===== src/rtl/obg_pkg.sv =====
// obg_pkg: shared types, constants and the control store for the opaque box grower.
// Used by obg_seq, obg_dp and opaque_bbox_grow; depends on nothing else.
package obg_pkg;

	localparam int MAX_WIDTH_DEF  = 256;
	localparam int MAX_HEIGHT_DEF = 256;

	localparam int DIM_W   = 9;
	localparam int PASS_W  = 10;
	localparam int PADDR_W = 4;
	localparam int PDATA_W = 32;
	localparam int STEP_W  = 4;

	localparam logic [DIM_W-1:0]  DIM_RESET  = 9'd256;
	localparam logic [PASS_W-1:0] PASS_LIMIT = 10'd1023;

	// register indexes (paddr[3:2])
	localparam logic [1:0] REG_IMAGE_WIDTH  = 2'd0;
	localparam logic [1:0] REG_IMAGE_HEIGHT = 2'd1;
	localparam logic [1:0] REG_BOTTOM_UP    = 2'd2;

	typedef logic [STEP_W-1:0] step_t;

	typedef enum logic [2:0] {
		OP_IDLE,
		OP_PASS,
		OP_START,
		OP_CHECK,
		OP_TEST,
		OP_DONE
	} op_t;

	typedef enum logic [1:0] {
		DIR_LEFT,
		DIR_RIGHT,
		DIR_TOP,
		DIR_BOTTOM
	} dir_t;

	typedef struct packed {
		op_t   op;
		dir_t  dir;
		step_t tgt_a;
		step_t tgt_b;
	} ctl_word_t;

	typedef struct packed {
		logic start;
		logic at_limit;
		logic span_empty;
		logic hit;
		logic at_end;
		logic changed;
		logic out_free;
	} status_t;

	typedef struct packed {
		logic               action;
		logic [7:0]         pixel_col;
		logic [7:0]         pixel_row;
		logic [7:0]         alpha;
		logic signed [15:0] seed_left;
		logic signed [15:0] seed_right;
		logic signed [15:0] seed_top;
		logic signed [15:0] seed_bottom;
	} in_word_t;

	typedef struct packed {
		logic [7:0]        box_left;
		logic [7:0]        box_right;
		logic [7:0]        box_top;
		logic [7:0]        box_bottom;
		logic [PASS_W-1:0] pass_count;
	} out_word_t;

	// program steps
	localparam step_t STEP_IDLE     = 4'd0;
	localparam step_t STEP_PASS     = 4'd1;
	localparam step_t STEP_L_START  = 4'd2;
	localparam step_t STEP_L_CHECK  = 4'd3;
	localparam step_t STEP_R_START  = 4'd4;
	localparam step_t STEP_R_CHECK  = 4'd5;
	localparam step_t STEP_T_START  = 4'd6;
	localparam step_t STEP_T_CHECK  = 4'd7;
	localparam step_t STEP_B_START  = 4'd8;
	localparam step_t STEP_B_CHECK  = 4'd9;
	localparam step_t STEP_TEST     = 4'd10;
	localparam step_t STEP_DONE     = 4'd11;

	// Control store. START: tgt_a scans, tgt_b skips the walk.
	// CHECK: tgt_a after a hit, tgt_b when the span is exhausted.
	function automatic ctl_word_t ctl_rom(input step_t pc);
		ctl_word_t w;
		w = '{op: OP_IDLE, dir: DIR_LEFT, tgt_a: STEP_IDLE, tgt_b: STEP_IDLE};
		unique case (pc)
			STEP_IDLE:    w = '{OP_IDLE,  DIR_LEFT,   STEP_PASS,    STEP_IDLE};
			STEP_PASS:    w = '{OP_PASS,  DIR_LEFT,   STEP_L_START, STEP_L_START};
			STEP_L_START: w = '{OP_START, DIR_LEFT,   STEP_L_CHECK, STEP_R_START};
			STEP_L_CHECK: w = '{OP_CHECK, DIR_LEFT,   STEP_L_START, STEP_R_START};
			STEP_R_START: w = '{OP_START, DIR_RIGHT,  STEP_R_CHECK, STEP_T_START};
			STEP_R_CHECK: w = '{OP_CHECK, DIR_RIGHT,  STEP_R_START, STEP_T_START};
			STEP_T_START: w = '{OP_START, DIR_TOP,    STEP_T_CHECK, STEP_B_START};
			STEP_T_CHECK: w = '{OP_CHECK, DIR_TOP,    STEP_T_START, STEP_B_START};
			STEP_B_START: w = '{OP_START, DIR_BOTTOM, STEP_B_CHECK, STEP_TEST};
			STEP_B_CHECK: w = '{OP_CHECK, DIR_BOTTOM, STEP_B_START, STEP_TEST};
			STEP_TEST:    w = '{OP_TEST,  DIR_LEFT,   STEP_PASS,    STEP_DONE};
			STEP_DONE:    w = '{OP_DONE,  DIR_LEFT,   STEP_IDLE,    STEP_IDLE};
			default:      w = '{OP_IDLE,  DIR_LEFT,   STEP_IDLE,    STEP_IDLE};
		endcase
		return w;
	endfunction

endpackage


===== src/rtl/obg_seq.sv =====
// obg_seq: step counter and jump logic over the control store.
// Depends on obg_pkg.
module obg_seq (
	input  logic                 clk,
	input  logic                 arst_n,
	input  obg_pkg::status_t     stat,
	output obg_pkg::ctl_word_t   ctl
);
	import obg_pkg::*;

	step_t pc_q;
	step_t pc_d;

	assign ctl = ctl_rom(pc_q);

	always_comb begin
		pc_d = pc_q;
		unique case (ctl.op)
			OP_IDLE:  if (stat.start) pc_d = ctl.tgt_a;
			OP_PASS:  pc_d = ctl.tgt_a;
			OP_START: pc_d = (stat.at_limit || stat.span_empty) ? ctl.tgt_b : ctl.tgt_a;
			OP_CHECK: begin
				if (stat.hit)
					pc_d = ctl.tgt_a;
				else if (stat.at_end)
					pc_d = ctl.tgt_b;
			end
			OP_TEST:  pc_d = stat.changed ? ctl.tgt_a : ctl.tgt_b;
			OP_DONE:  if (stat.out_free) pc_d = ctl.tgt_a;
			default:  pc_d = STEP_IDLE;
		endcase
	end

	always_ff @(posedge clk or negedge arst_n) begin
		if (!arst_n)
			pc_q <= STEP_IDLE;
		else
			pc_q <= pc_d;
	end

endmodule


===== config.mk =====
export PLATFORM = sky130hd
export DESIGN_NAME = obg_seq
export DESIGN_NICKNAME = d
export VERILOG_FILES = /design/src/rtl/obg_pkg.sv /design/src/rtl/obg_seq.sv
export SDC_FILE = /design/constraint.sdc
export NUM_CORES = 1
export LEC_CHECK = 0
export ABC_AREA = 1
export BUFFER_PORTS_ARGS = -buffer_cell sky130_fd_sc_hd__buf_2
export CAP_MARGIN = 20
export CORE_UTILIZATION = 48
export CTS_CLUSTER_SIZE = 8
export DETAILED_ROUTE_END_ITERATION = 7
export GPL_ROUTABILITY_DRIVEN = 1
export GPL_TIMING_DRIVEN = 0
export PLACE_DENSITY_LB_ADDON = 0.2
export SETUP_SLACK_MARGIN = 0.2
export SLEW_MARGIN = 20
export SYNTH_ARGS = -nofsm -noshare
export SYNTH_HDL_FRONTEND = slang
export SYNTH_SLANG_ARGS = --single-unit

===== constraint.sdc =====
create_clock -name clk -period 1.9 [get_ports clk]
set_input_delay 0.19 -clock clk [delete_from_list [all_inputs] [get_ports clk]]
set_output_delay 0.19 -clock clk [all_outputs]
set_load 0.005 [all_outputs]

### After elaboration in Yosys (flattened, before gate mapping)

Memory sizes are Yosys's and may differ from the RTL's.
Index checks and enable logic that the tools add are counted.

| operators by class | value |
|---|---|
| equality and inequality tests | 8 |
| mux-type cells | 7 |
| reductions and logical operators | 3 |

Operators with widths:

| kind | count |
|---|---|
| $mux W4 | 6 |
| $pmux W4 S6 | 1 |
| $eq A3 B2 Y1 const B | 2 |
| $eq A3 B3 Y1 const B | 2 |
| $ne A2 B2 Y1 const B | 2 |
| $eq A3 B1 Y1 const B | 1 |
| $logic_not A3 Y1 | 1 |
| $ne A3 B3 Y1 const B | 1 |
| $reduce_and A3 Y1 | 1 |
| $logic_or A1 B1 Y1 | 1 |

| word-level totals | value |
|---|---|
| bits in registers | 4 |
| memory bits (read-only) | 208 |
| input bits | 9 |
| output and inout port bits | 13 |
| word-level logic and storage cells | 20 |
| memories kept | 1 |

Memory list:

| name | depth | bits a word | rd ports | clocked after Yosys merged registers in | write ports | line | text |
|---|---|---|---|---|---|---|---|
| (name not given) | 16 | 13 | 1 | 0 | 0 | obg_pkg.sv:95 | `unique case (pc)` |

### Depth between registers and ports, before layout

Gate-level depths: netlist (run 1).
An unclocked memory read counts as a cell.

| logic depth | value |
|---|---|
| depth after elaboration | 4 |
| gate-level depth with buffers | 12 |
| gate-level depth less buffers | 12 |

### Worst setup path after synthesis (run 1)

No wires, ideal clock.

| timing | value |
|---|---|
| kind | reg-to-reg |
| start point | register pc_q[1] |
| end point | register pc_q[3] |
| setup time | 117 ps |
| arrival | 1462 ps |
| required time | 1783 ps |
| path slack | 321 ps |
| stages on the path, launching flop included | 11 |
| buffers on the path | 0 |
| clock period less this slack | 1579 ps |
| cell sequence | dfrtp_1 inv_1 ha_1 nand2_2 o21ai_2 nor2_2 nand3_2 nand2_4 inv_2 nand2_1 o21ai_2 |

RTL lines:

| item | line | text |
|---|---|---|
| from (decl) | obg_seq.sv:11 | `step_t pc_q;` |
| from (signal assigned) | obg_seq.sv:38 | `pc_q <= pc_d;` |

### Worst setup path after layout (run 1)

| timing | value |
|---|---|
| start point | register pc_q[2] |
| end point | register pc_q[1] |

| on the way | value |
|---|---|
| longest elaborated chain between the ends | 4 |
| elaborated cells between the ends (all ways) | 18 |
| classes of those cells | eq/ne: 8; mux: 7; reduce/logical: 2; memory: 1 |

RTL lines:

| item | line | text |
|---|---|---|
| $mem_v2 Z16 W13 (*) | - |  |
| $eq A3 B2 Y1 (tied with other cells) | obg_seq.sv:18 | `unique case (ctl.op)` |
| $ne A3 B3 Y1 (no line) (tied with other cells) | - |  |
| $reduce_and A3 Y1 (no line) / $pmux W4 S6 (equally long branches) | - |  |

Every way passes the cells marked *; elsewhere a longest branch is shown, timed or not. The select of a mux whose other input is x is not followed.
A chain may end at the register's enable or synchronous reset.

==> results.toml, run 1 <==
[outcome]
status = "finished clean"

[sta]
fin_crit_ns = 1.633
holdWs_ns = 0.2905
max-slew-margin-rel_pct = 77.71
setup_tns_ns = 0
rsz0062_at_grt = "no"
fin_worst_skew_ns = 0.002876
fin_crit_sh_pct = 85.92
worst_slew_pin_slew_ns = 0.3332
setup_viol = 0
setup_slack_ns = 0.2674
max_freq_mhz = 612.5
hold_viol = 0
slew_viol_final = 0

[die]
die_h_um = 38.85
die_w_um = 38.85
dieArea_um2 = 1509
core_um2 = 1186
initial_utilization_pct = 54.96
placementRows = 12
ios = 22

[synth]
synth_cell_types = 19
yosysTopAreaCellShare_pct = 22.46
yosysSeqAreaShare_pct = 15.36
postSynthCellCount = 110
ys_top_cells_by_area = "nand2_1 (22%), dfrtp_1 (15%), nand3_1 (12%)"
avgSynthCellArea_um2 = 5.926
ys_seq_elements = 4
synth_nets = 124
yosysTopAreaCell = "nand2_1"
synth_warnings = 0
syn_area_um2 = 651.9

[clock_tree]
cts_tree = "done"
cts_buffer_depth = 2
htreeDepth = 1
clk_latency_ns = 0.23
cts_root_buffer = "clkbuf_4"
cts_inserted_buffers = 3
cts_num_sinks = 4
clk_pin_slew_ns = 0.04

[critical_path]
crit_fanout = 5
crit_chain = "inv_4 > ha_1 > nand2_2 > inv_2 > nand2_1 > inv_2 > nor2_4 > nand3_2 > nand2_4 > o21bai_1 > nand2_1"
end_kind = "flop"
timing.rr.start = "pc_q[2]"
slowest_stage = "dfrtp_2"
cp-start-kind = "flop"
cp-endpoint = "pc_q[1]"
critPathRequiredTime_ns = 2.01
worstPathArrival_ns = 1.74
reg2reg_to = "pc_q[1]"
criticalPathCategory = "reg -> reg"
ff2ff_setup_slack_ns = 0.27
critPathMaxStageDelay_ns = 0.41
reg2reg_depth = 11
critPathLaunch = "pc_q[2]"

[placed_design]
io_buffer_count = 21
routabilityCongestion = 0.9042
dp_hpwl_um = 1281
pre_cts_ws_ns = 0.06581

[route]
via_per_inst = 5.303
finalWirelength_um = 1697
wire_per_inst_um = 11.16
drtPass1Iterations = 4
route.detailed.drc = 0
ant_nets = 0
num_vias = 806
drt_iter0_markers = 41

[final_layout]
regMostFlops = "pc_q"
layout.nets = 154
layout_commonest_cell = "nand2_1"
syn_to_final_growth_pct = 33.01
final_cell_mix = "nand2_1 (39), buf_2 (21), nand3_1 (15), inv_1 (11), nor2_1 (8)"
drive_above_1_share_pct = 37.68
largest_reg_flops = 4
top_regs = "pc_q: 4 flops"
antennaDiodeCount = 0

[grt]
antenna_found_initial = 0
grt_max_degree = 11
overflow = 0
grt_pass1_vias = 667
grt_use_total_pct = 25.06
grt_pass1_wl_um = 2663

[worst_hold_path]
hold_class = "in -> async"

[flow_run]
maxCapViolations = 0

[power]
ir_drop_uv = 1065
leakage_nw = 0.5424
cellPowerDensity_nw_per_um2 = 1582
where the power goes:
group | internal (mW) | switching, mW | total [mW]
Clock | 0.0704 | 0.0313 | 0.102
Combinational | 0.437 | 0.644 | 1.08
Sequential | 0.129 | 0.0605 | 0.189
kinds of logic (layout without fill, tap and decap cells):
family                     count (synthesis)  in the layout  share of synthesized area, %
AOI/OAI and AO/OA                          8              8                         8.828
adders and majority gates                  5              5                         9.597
buffers and inverters                     18             46                         11.52
DFF                                        4              4                         15.36
and+or+nand+nor                           75             75                         54.70
Yosys cell counts (all sizes together):
cell / instances
nand3: 16
a21oi: 1
dfrtp: 4
nand4: 1
nand2: 47
nor2: 11
inv: 17
buf: 1
o21bai: 1
o21ai: 3
o211ai: 3
ha: 5
per-layer routing:
layer | share of wire, % | up-vias | wire (µm) | GRT usage (%)
li1 | - | 403 | - | -
met1 | 42 | 357 | 720 | 32.98
met2 | 49 | 42 | 831 | 44.17
met3 | 8.1 | 4 | 137 | 1.734
met4 | 0.47 | 0 | 8 | 5.172
met5 | 0 | - | 0 | 0
final cells by class:
type	instances	area (µm²)
Timing Repair Buffer	25	137.6
Buffer	1	11.26
Multi-Input combinational cell	88	509.2
Sequential cell	4	102.6
Tap cell	14	17.52
Fill cell	103	319.1
Inverter	17	66.31
Clock buffer	3	22.52
worst max-delay path: cells and delay by family (launching register included):
| family | cells | cell delay [ns] |
|---|---|---|
| adder cells (fa/ha/maj) | 1 | 0.19 |
| buffers and inverters | 3 | 0.18 |
| AO/OA/AOI/OAI | 1 | 0.10 |
| flip-flops | 1 | 0.41 |
| AND/OR/NAND/NOR | 6 | 0.64 |
repair_timing:
item,CTS,global route
pin swaps,0,2
resized for setup,6,4
buffers inserted,0,3
setup endpoints to repair,4,4
hold buffers,1,0
gates cloned,0,0
hold endpoints to repair,4,0
how the worst min path moves through the flow:
stage	start	end	cells after the start
after global placement	arst_n	pc_q[1]	1
after CTS	arst_n	pc_q[3]	2
after global routing	arst_n	pc_q[3]	2
after detailed placement	arst_n	pc_q[3]	1
after floorplan	arst_n	pc_q[0]	0
final	arst_n	pc_q[3]	2
per-stage QoR:
stage	cell area, µm²	utilization [%]	power, mW	std cells
after floorplan	651.9	-	0.8604	110
after global placement	774.5	65.30	1.113	145
after detailed placement	774.5	65.30	1.135	145
after CTS	824.5	69.51	1.285	149
after global routing	867.1	73.10	1.514	152
final	867.1	73.10	1.372	152
Power figures use the tool's default switching activity.
==> inputs of run 2 (changes only) <==
BUFFER_PORTS_ARGS = default   (was -buffer_cell sky130_fd_sc_hd__buf_2)
CORE_UTILIZATION = 50   (was 48)
DONT_BUFFER_PORTS = 1   (was default)
==> run 2 against run 1 <==
Routed wire length shrank 4.4%. Sequential cell count is the same. Global-route usage shrank 2.8 points. Clock-buffer cell count is the same. Fmax shrank 0.60%. Clock power shrank 5%. Power shrank 4.5%. Register-to-register slack is essentially flat. Hold slack lost 0.054 ns. Via count shrank 9.8%. Largest cell class unchanged. Largest power group unchanged.
==> results.toml, run 2 (synthesized netlist as in run 1, its figures left out) <==
[route]
drt_iter0_markers = 18
num_vias = 727
wire_per_inst_um = 12.29
finalWirelength_um = 1622
drtPass1Iterations = 4
ant_nets = 0
route.detailed.drc = 0
via_per_inst = 5.508

[die]
placementRows = 12
ios = 22
initial_utilization_pct = 56.39
die_w_um = 38.11
dieArea_um2 = 1452
die_h_um = 38.11
core_um2 = 1156

[grt]
antenna_found_initial = 0
grt_max_degree = 11
grt_pass1_wl_um = 2311
overflow = 0
grt_pass1_vias = 530
grt_use_total_pct = 22.29

[sta]
rsz0062_at_grt = "no"
fin_crit_sh_pct = 86.44
setup_viol = 0
fin_worst_skew_ns = 0.003318
worst_slew_pin_slew_ns = 0.3512
hold_viol = 0
fin_crit_ns = 1.642
slew_viol_final = 0
max_freq_mhz = 608.9
max-slew-margin-rel_pct = 76.59
setup_tns_ns = 0

[placed_design]
dp_hpwl_um = 1253
routabilityCongestion = 0.8117
io_buffer_count = 0

[power]
cellPowerDensity_nw_per_um2 = 1639
total_power_mw = 1.311
ir_drop_uv = 940.8
leakage_nw = 0.4561

[clock_tree]
htreeDepth = 1
cts_tree = "done"
clk_pin_slew_ns = 0.03
cts_inserted_buffers = 3
cts_buffer_depth = 2
cts_root_buffer = "clkbuf_4"
clk_latency_ns = 0.22
cts_num_sinks = 4

[critical_path]
worstPathArrival_ns = 1.75
crit_chain = "inv_4 > ha_4 > o21ai_4 > nand2_4 > nor2_4 > nand2_2 > nand2_4 > o21bai_1 > nand2_1"
reg2reg_to = "pc_q[1]"
crit_fanout = 6
cp-start-kind = "flop"
end_kind = "flop"
ff2ff_setup_slack_ns = 0.26
slowest_stage = "dfrtp_2"
cpMostUsedCell = "nand2_4"
criticalPathCategory = "reg -> reg"
reg2reg_depth = 9
critPathLaunch = "pc_q[2]"
cp-endpoint = "pc_q[1]"
timing.rr.start = "pc_q[2]"
critPathMaxStageDelay_ns = 0.44
critPathRequiredTime_ns = 2.00

[final_layout]
drive_above_1_share_pct = 29.66
regMostFlops = "pc_q"
syn_to_final_growth_pct = 22.65
largest_reg_flops = 4
layout.nets = 134
final_cell_mix = "nand2_1 (37), nand3_1 (15), inv_1 (11), nor2_1 (8), nand2_2 (6)"
layout_commonest_cell = "nand2_1"
antennaDiodeCount = 0
top_regs = "pc_q: 4 flops"

[worst_hold_path]
hold_class = "in -> async"

[flow_run]
maxCapViolations = 0

[outcome]
status = "finished clean"
==> run 2: cell count changes in the layout (fill, tap and decap cells not counted), sizes merged <==
cell / previous run / this run
buf: 25 / 5
==> run 2: critical path, delay by kind of cell (launching register included) <==
kind            cells  cell delay, ns
compound gates      2            0.36
fa+ha+maj           1            0.17
buf+inv             1            0.08
flops               1            0.44
simple gates        5            0.47
==> run 2: stage by stage <==
stage / util [%] / area (µm²) / hold slack (ns) / std cells / setup slack [ns]
3_5_place_dp: 57.90 / 669.4 / -0.1055 / 124 / 0.06365
4_1_cts: 62.23 / 719.4 / 0.2281 / 128 / 0.2008
5_1_grt: 69.16 / 799.5 / 0.2479 / 132 / 0.1869
2_1_floorplan: - / 651.9 / -0.1056 / 110 / 0.3206
6_report: 69.16 / 799.5 / 0.2364 / 132 / 0.2576
3_3_place_gp: 57.90 / 669.4 / -0.1055 / 124 / 0.07820
==> run 2: metal layers <==
metal,wire length [µm],global-route usage [%],part of all wire [%],up-vias
met2,777,38.14,48,37
li1,-,-,-,363
met3,146,0,9.0,0
met5,0,0,0,-
met4,0,2.679,0,0
met1,697,32.03,43,327
==> run 2: what timing repair did <==
action / in CTS / in global routing
endpoints found under the setup margin: 4 / 4
hold endpoints to repair: 4 / 0
resized for setup: 6 / 11
setup buffers: 0 / 4
pin swaps: 1 / 6
hold buffers: 1 / 0
==> run 2: worst min-delay path by stage <==
stage / start / endpoint / slack, ns / cells after the start
after floorplan: arst_n / pc_q[0] / -0.11 / 0
after global placement: arst_n / pc_q[2] / -0.11 / 0
after detailed placement: arst_n / pc_q[3] / -0.11 / 0
after CTS: arst_n / pc_q[0] / 0.23 / 1
after global routing: arst_n / pc_q[3] / 0.25 / 1
final: arst_n / pc_q[0] / 0.24 / 1
==> run 2: report_power, final <==
group	leakage [nW]	internal, mW	switching, mW	total, mW
Sequential	0.0485	0.129	0.0714	0.200
Clock	0.0138	0.0701	0.0267	0.0967
Combinational	0.394	0.373	0.640	1.01
==> run 2: layout make-up <==
class                      count  area, µm²
multi-input combinational     88      534.3
fill                         108      356.6
sequential                     4      102.6
inverter                      17      71.32
timing repair buffer           5      40.04
clock buffer                   3      22.52
tap                           14      17.52
buffer                         1      11.26
==> inputs of run 3 (changes only) <==
PLACE_DENSITY_LB_ADDON = default   (was 0.2)
==> run 3 against run 2 <==
Sequential share of layout area shrank 0.54 points. First-iteration DRC count increased by 17%. Global-route usage increased by 2.7 points.
==> results.toml, run 3 (synthesized netlist as in run 1, its figures left out) <==
[critical_path]
worstPathArrival_ns = 1.77
end_kind = "flop"
crit_fanout = 6
critPathBufInv = 1
crit_chain = "inv_4 > ha_4 > o21ai_4 > nand2_4 > nor2_4 > nand2_2 > nand2_4 > o21bai_4 > nand2_2"
cp-start-kind = "flop"
critPathRequiredTime_ns = 2.02
crit_family = "simple AND/OR/NAND/NOR gates"
slowest_stage = "dfrtp_2"
critPathMaxStageDelay_ns = 0.43
criticalPathCategory = "reg -> reg"

[die]
ios = 22
initial_utilization_pct = 56.39
placementRows = 12
die_h_um = 38.11
core_um2 = 1156
dieArea_um2 = 1452
die_w_um = 38.11

[sta]
max-slew-margin-rel_pct = 74.98
rsz0062_at_grt = "yes"
setup_viol = 0
fin_crit_sh_pct = 87.27
fin_worst_skew_ns = 0.003744
setup_tns_ns = 0
fin_crit_ns = 1.658
max_freq_mhz = 603.1
worst_slew_pin_slew_ns = 0.3753
hold_viol = 0
slew_viol_final = 0

[final_layout]
syn_to_final_growth_pct = 28.02
layout.nets = 138
antennaDiodeCount = 0
layout_commonest_cell = "nand2_1"
top_regs = "pc_q: 4 flops"
drive_above_1_share_pct = 31.97
finalInstanceArea_um2 = 834.6
largest_reg_flops = 4
final_cell_mix = "nand2_1 (38), nand3_1 (14), inv_1 (11), nor2_1 (8), buf_4 (7)"
regMostFlops = "pc_q"

[route]
wire_per_inst_um = 12.28
via_per_inst = 5.243
drtPass1Iterations = 4
num_vias = 713
route.detailed.drc = 0
finalWirelength_um = 1670
drt_iter0_markers = 21
ant_nets = 0

[power]
total_power_mw = 1.416
cellPowerDensity_nw_per_um2 = 1696
ir_drop_uv = 898.7
leakage_nw = 0.4783

[worst_hold_path]
hold_class = "in -> async"

[flow_run]
maxCapViolations = 0

[placed_design]
placed_cell_area_um2 = 669.4
routabilityCongestion = 0.8134
dp_hpwl_um = 1196
io_buffer_count = 0

[grt]
grt_max_degree = 11
grt_pass1_vias = 600
antenna_found_initial = 0
grt_use_total_pct = 25.03
overflow = 0
grt_pass1_wl_um = 2539

[clock_tree]
htreeDepth = 1
cts_buffer_depth = 2
cts_inserted_buffers = 3
cts_root_buffer = "clkbuf_4"
clk_latency_ns = 0.23
cts_num_sinks = 4
cts_tree = "done"
clk_pin_slew_ns = 0.04

[outcome]
status = "finished clean"
## run 3: changes by cell type in the layout (fill, tap and decap cells not counted), sizes merged
cell | previous run | this run
buf | 5 | 9
## run 3: cell type report
type	count	area, µm²
multi-input cells	88	538.0
plain buffers	1	11.26
clock buffers	3	22.52
flip-flops and latches	4	102.6
fillers	103	321.6
well taps	14	17.52
repair buffers	9	73.82
inverters	17	68.82
## run 3: final timing paths
check	from	endpoint	slack, ns	cells past startpoint
min	arst_n	pc_q[1]	0.23	1
max in group asynchronous	arst_n	pc_q[2]	1.50	1
max reg2reg	pc_q[1]	pc_q[1]	0.24	9
max	pc_q[1]	pc_q[1]	0.24	9
min in group clk	stat[2]	pc_q[2]	0.25	5
min reg2reg	pc_q[0]	pc_q[0]	0.65	2
## run 3: report_power, final
group	internal [mW]	switching, mW	total [mW]	leakage, nW
clock network	0.0703	0.0302	0.101	0.0138
registers	0.129	0.0670	0.196	0.0485
logic	0.451	0.669	1.12	0.416
## run 3: metal layers
metal	routed length [µm]	track usage, %	vias to the layer above
met5	0	0	-
met1	757	32.62	317
met4	0	8.036	0
met2	810	41.53	26
met3	102	4.070	0
li1	-	-	370
## run 3: timing repair
item                                   in CTS  in global routing
endpoints found under the hold margin       4                  0
setup endpoints to repair                   4                  4
setup buffers                               1                  7
hold buffers                                1                  0
pin swaps                                   0                  9
resized for setup                           6                 10
## run 3: per-stage QoR
step | hold WS, ns | worst slack, ns | util (%) | cells
final | 0.2262 | 0.2419 | 72.19 | 136
after global routing | 0.2476 | 0.1812 | 72.19 | 136
after CTS | 0.2240 | 0.2193 | 62.88 | 129
after detailed placement | -0.1055 | 0.05798 | 57.90 | 124
after global placement | -0.1055 | 0.03775 | 57.90 | 124
after floorplan | -0.1056 | 0.3206 | - | 110
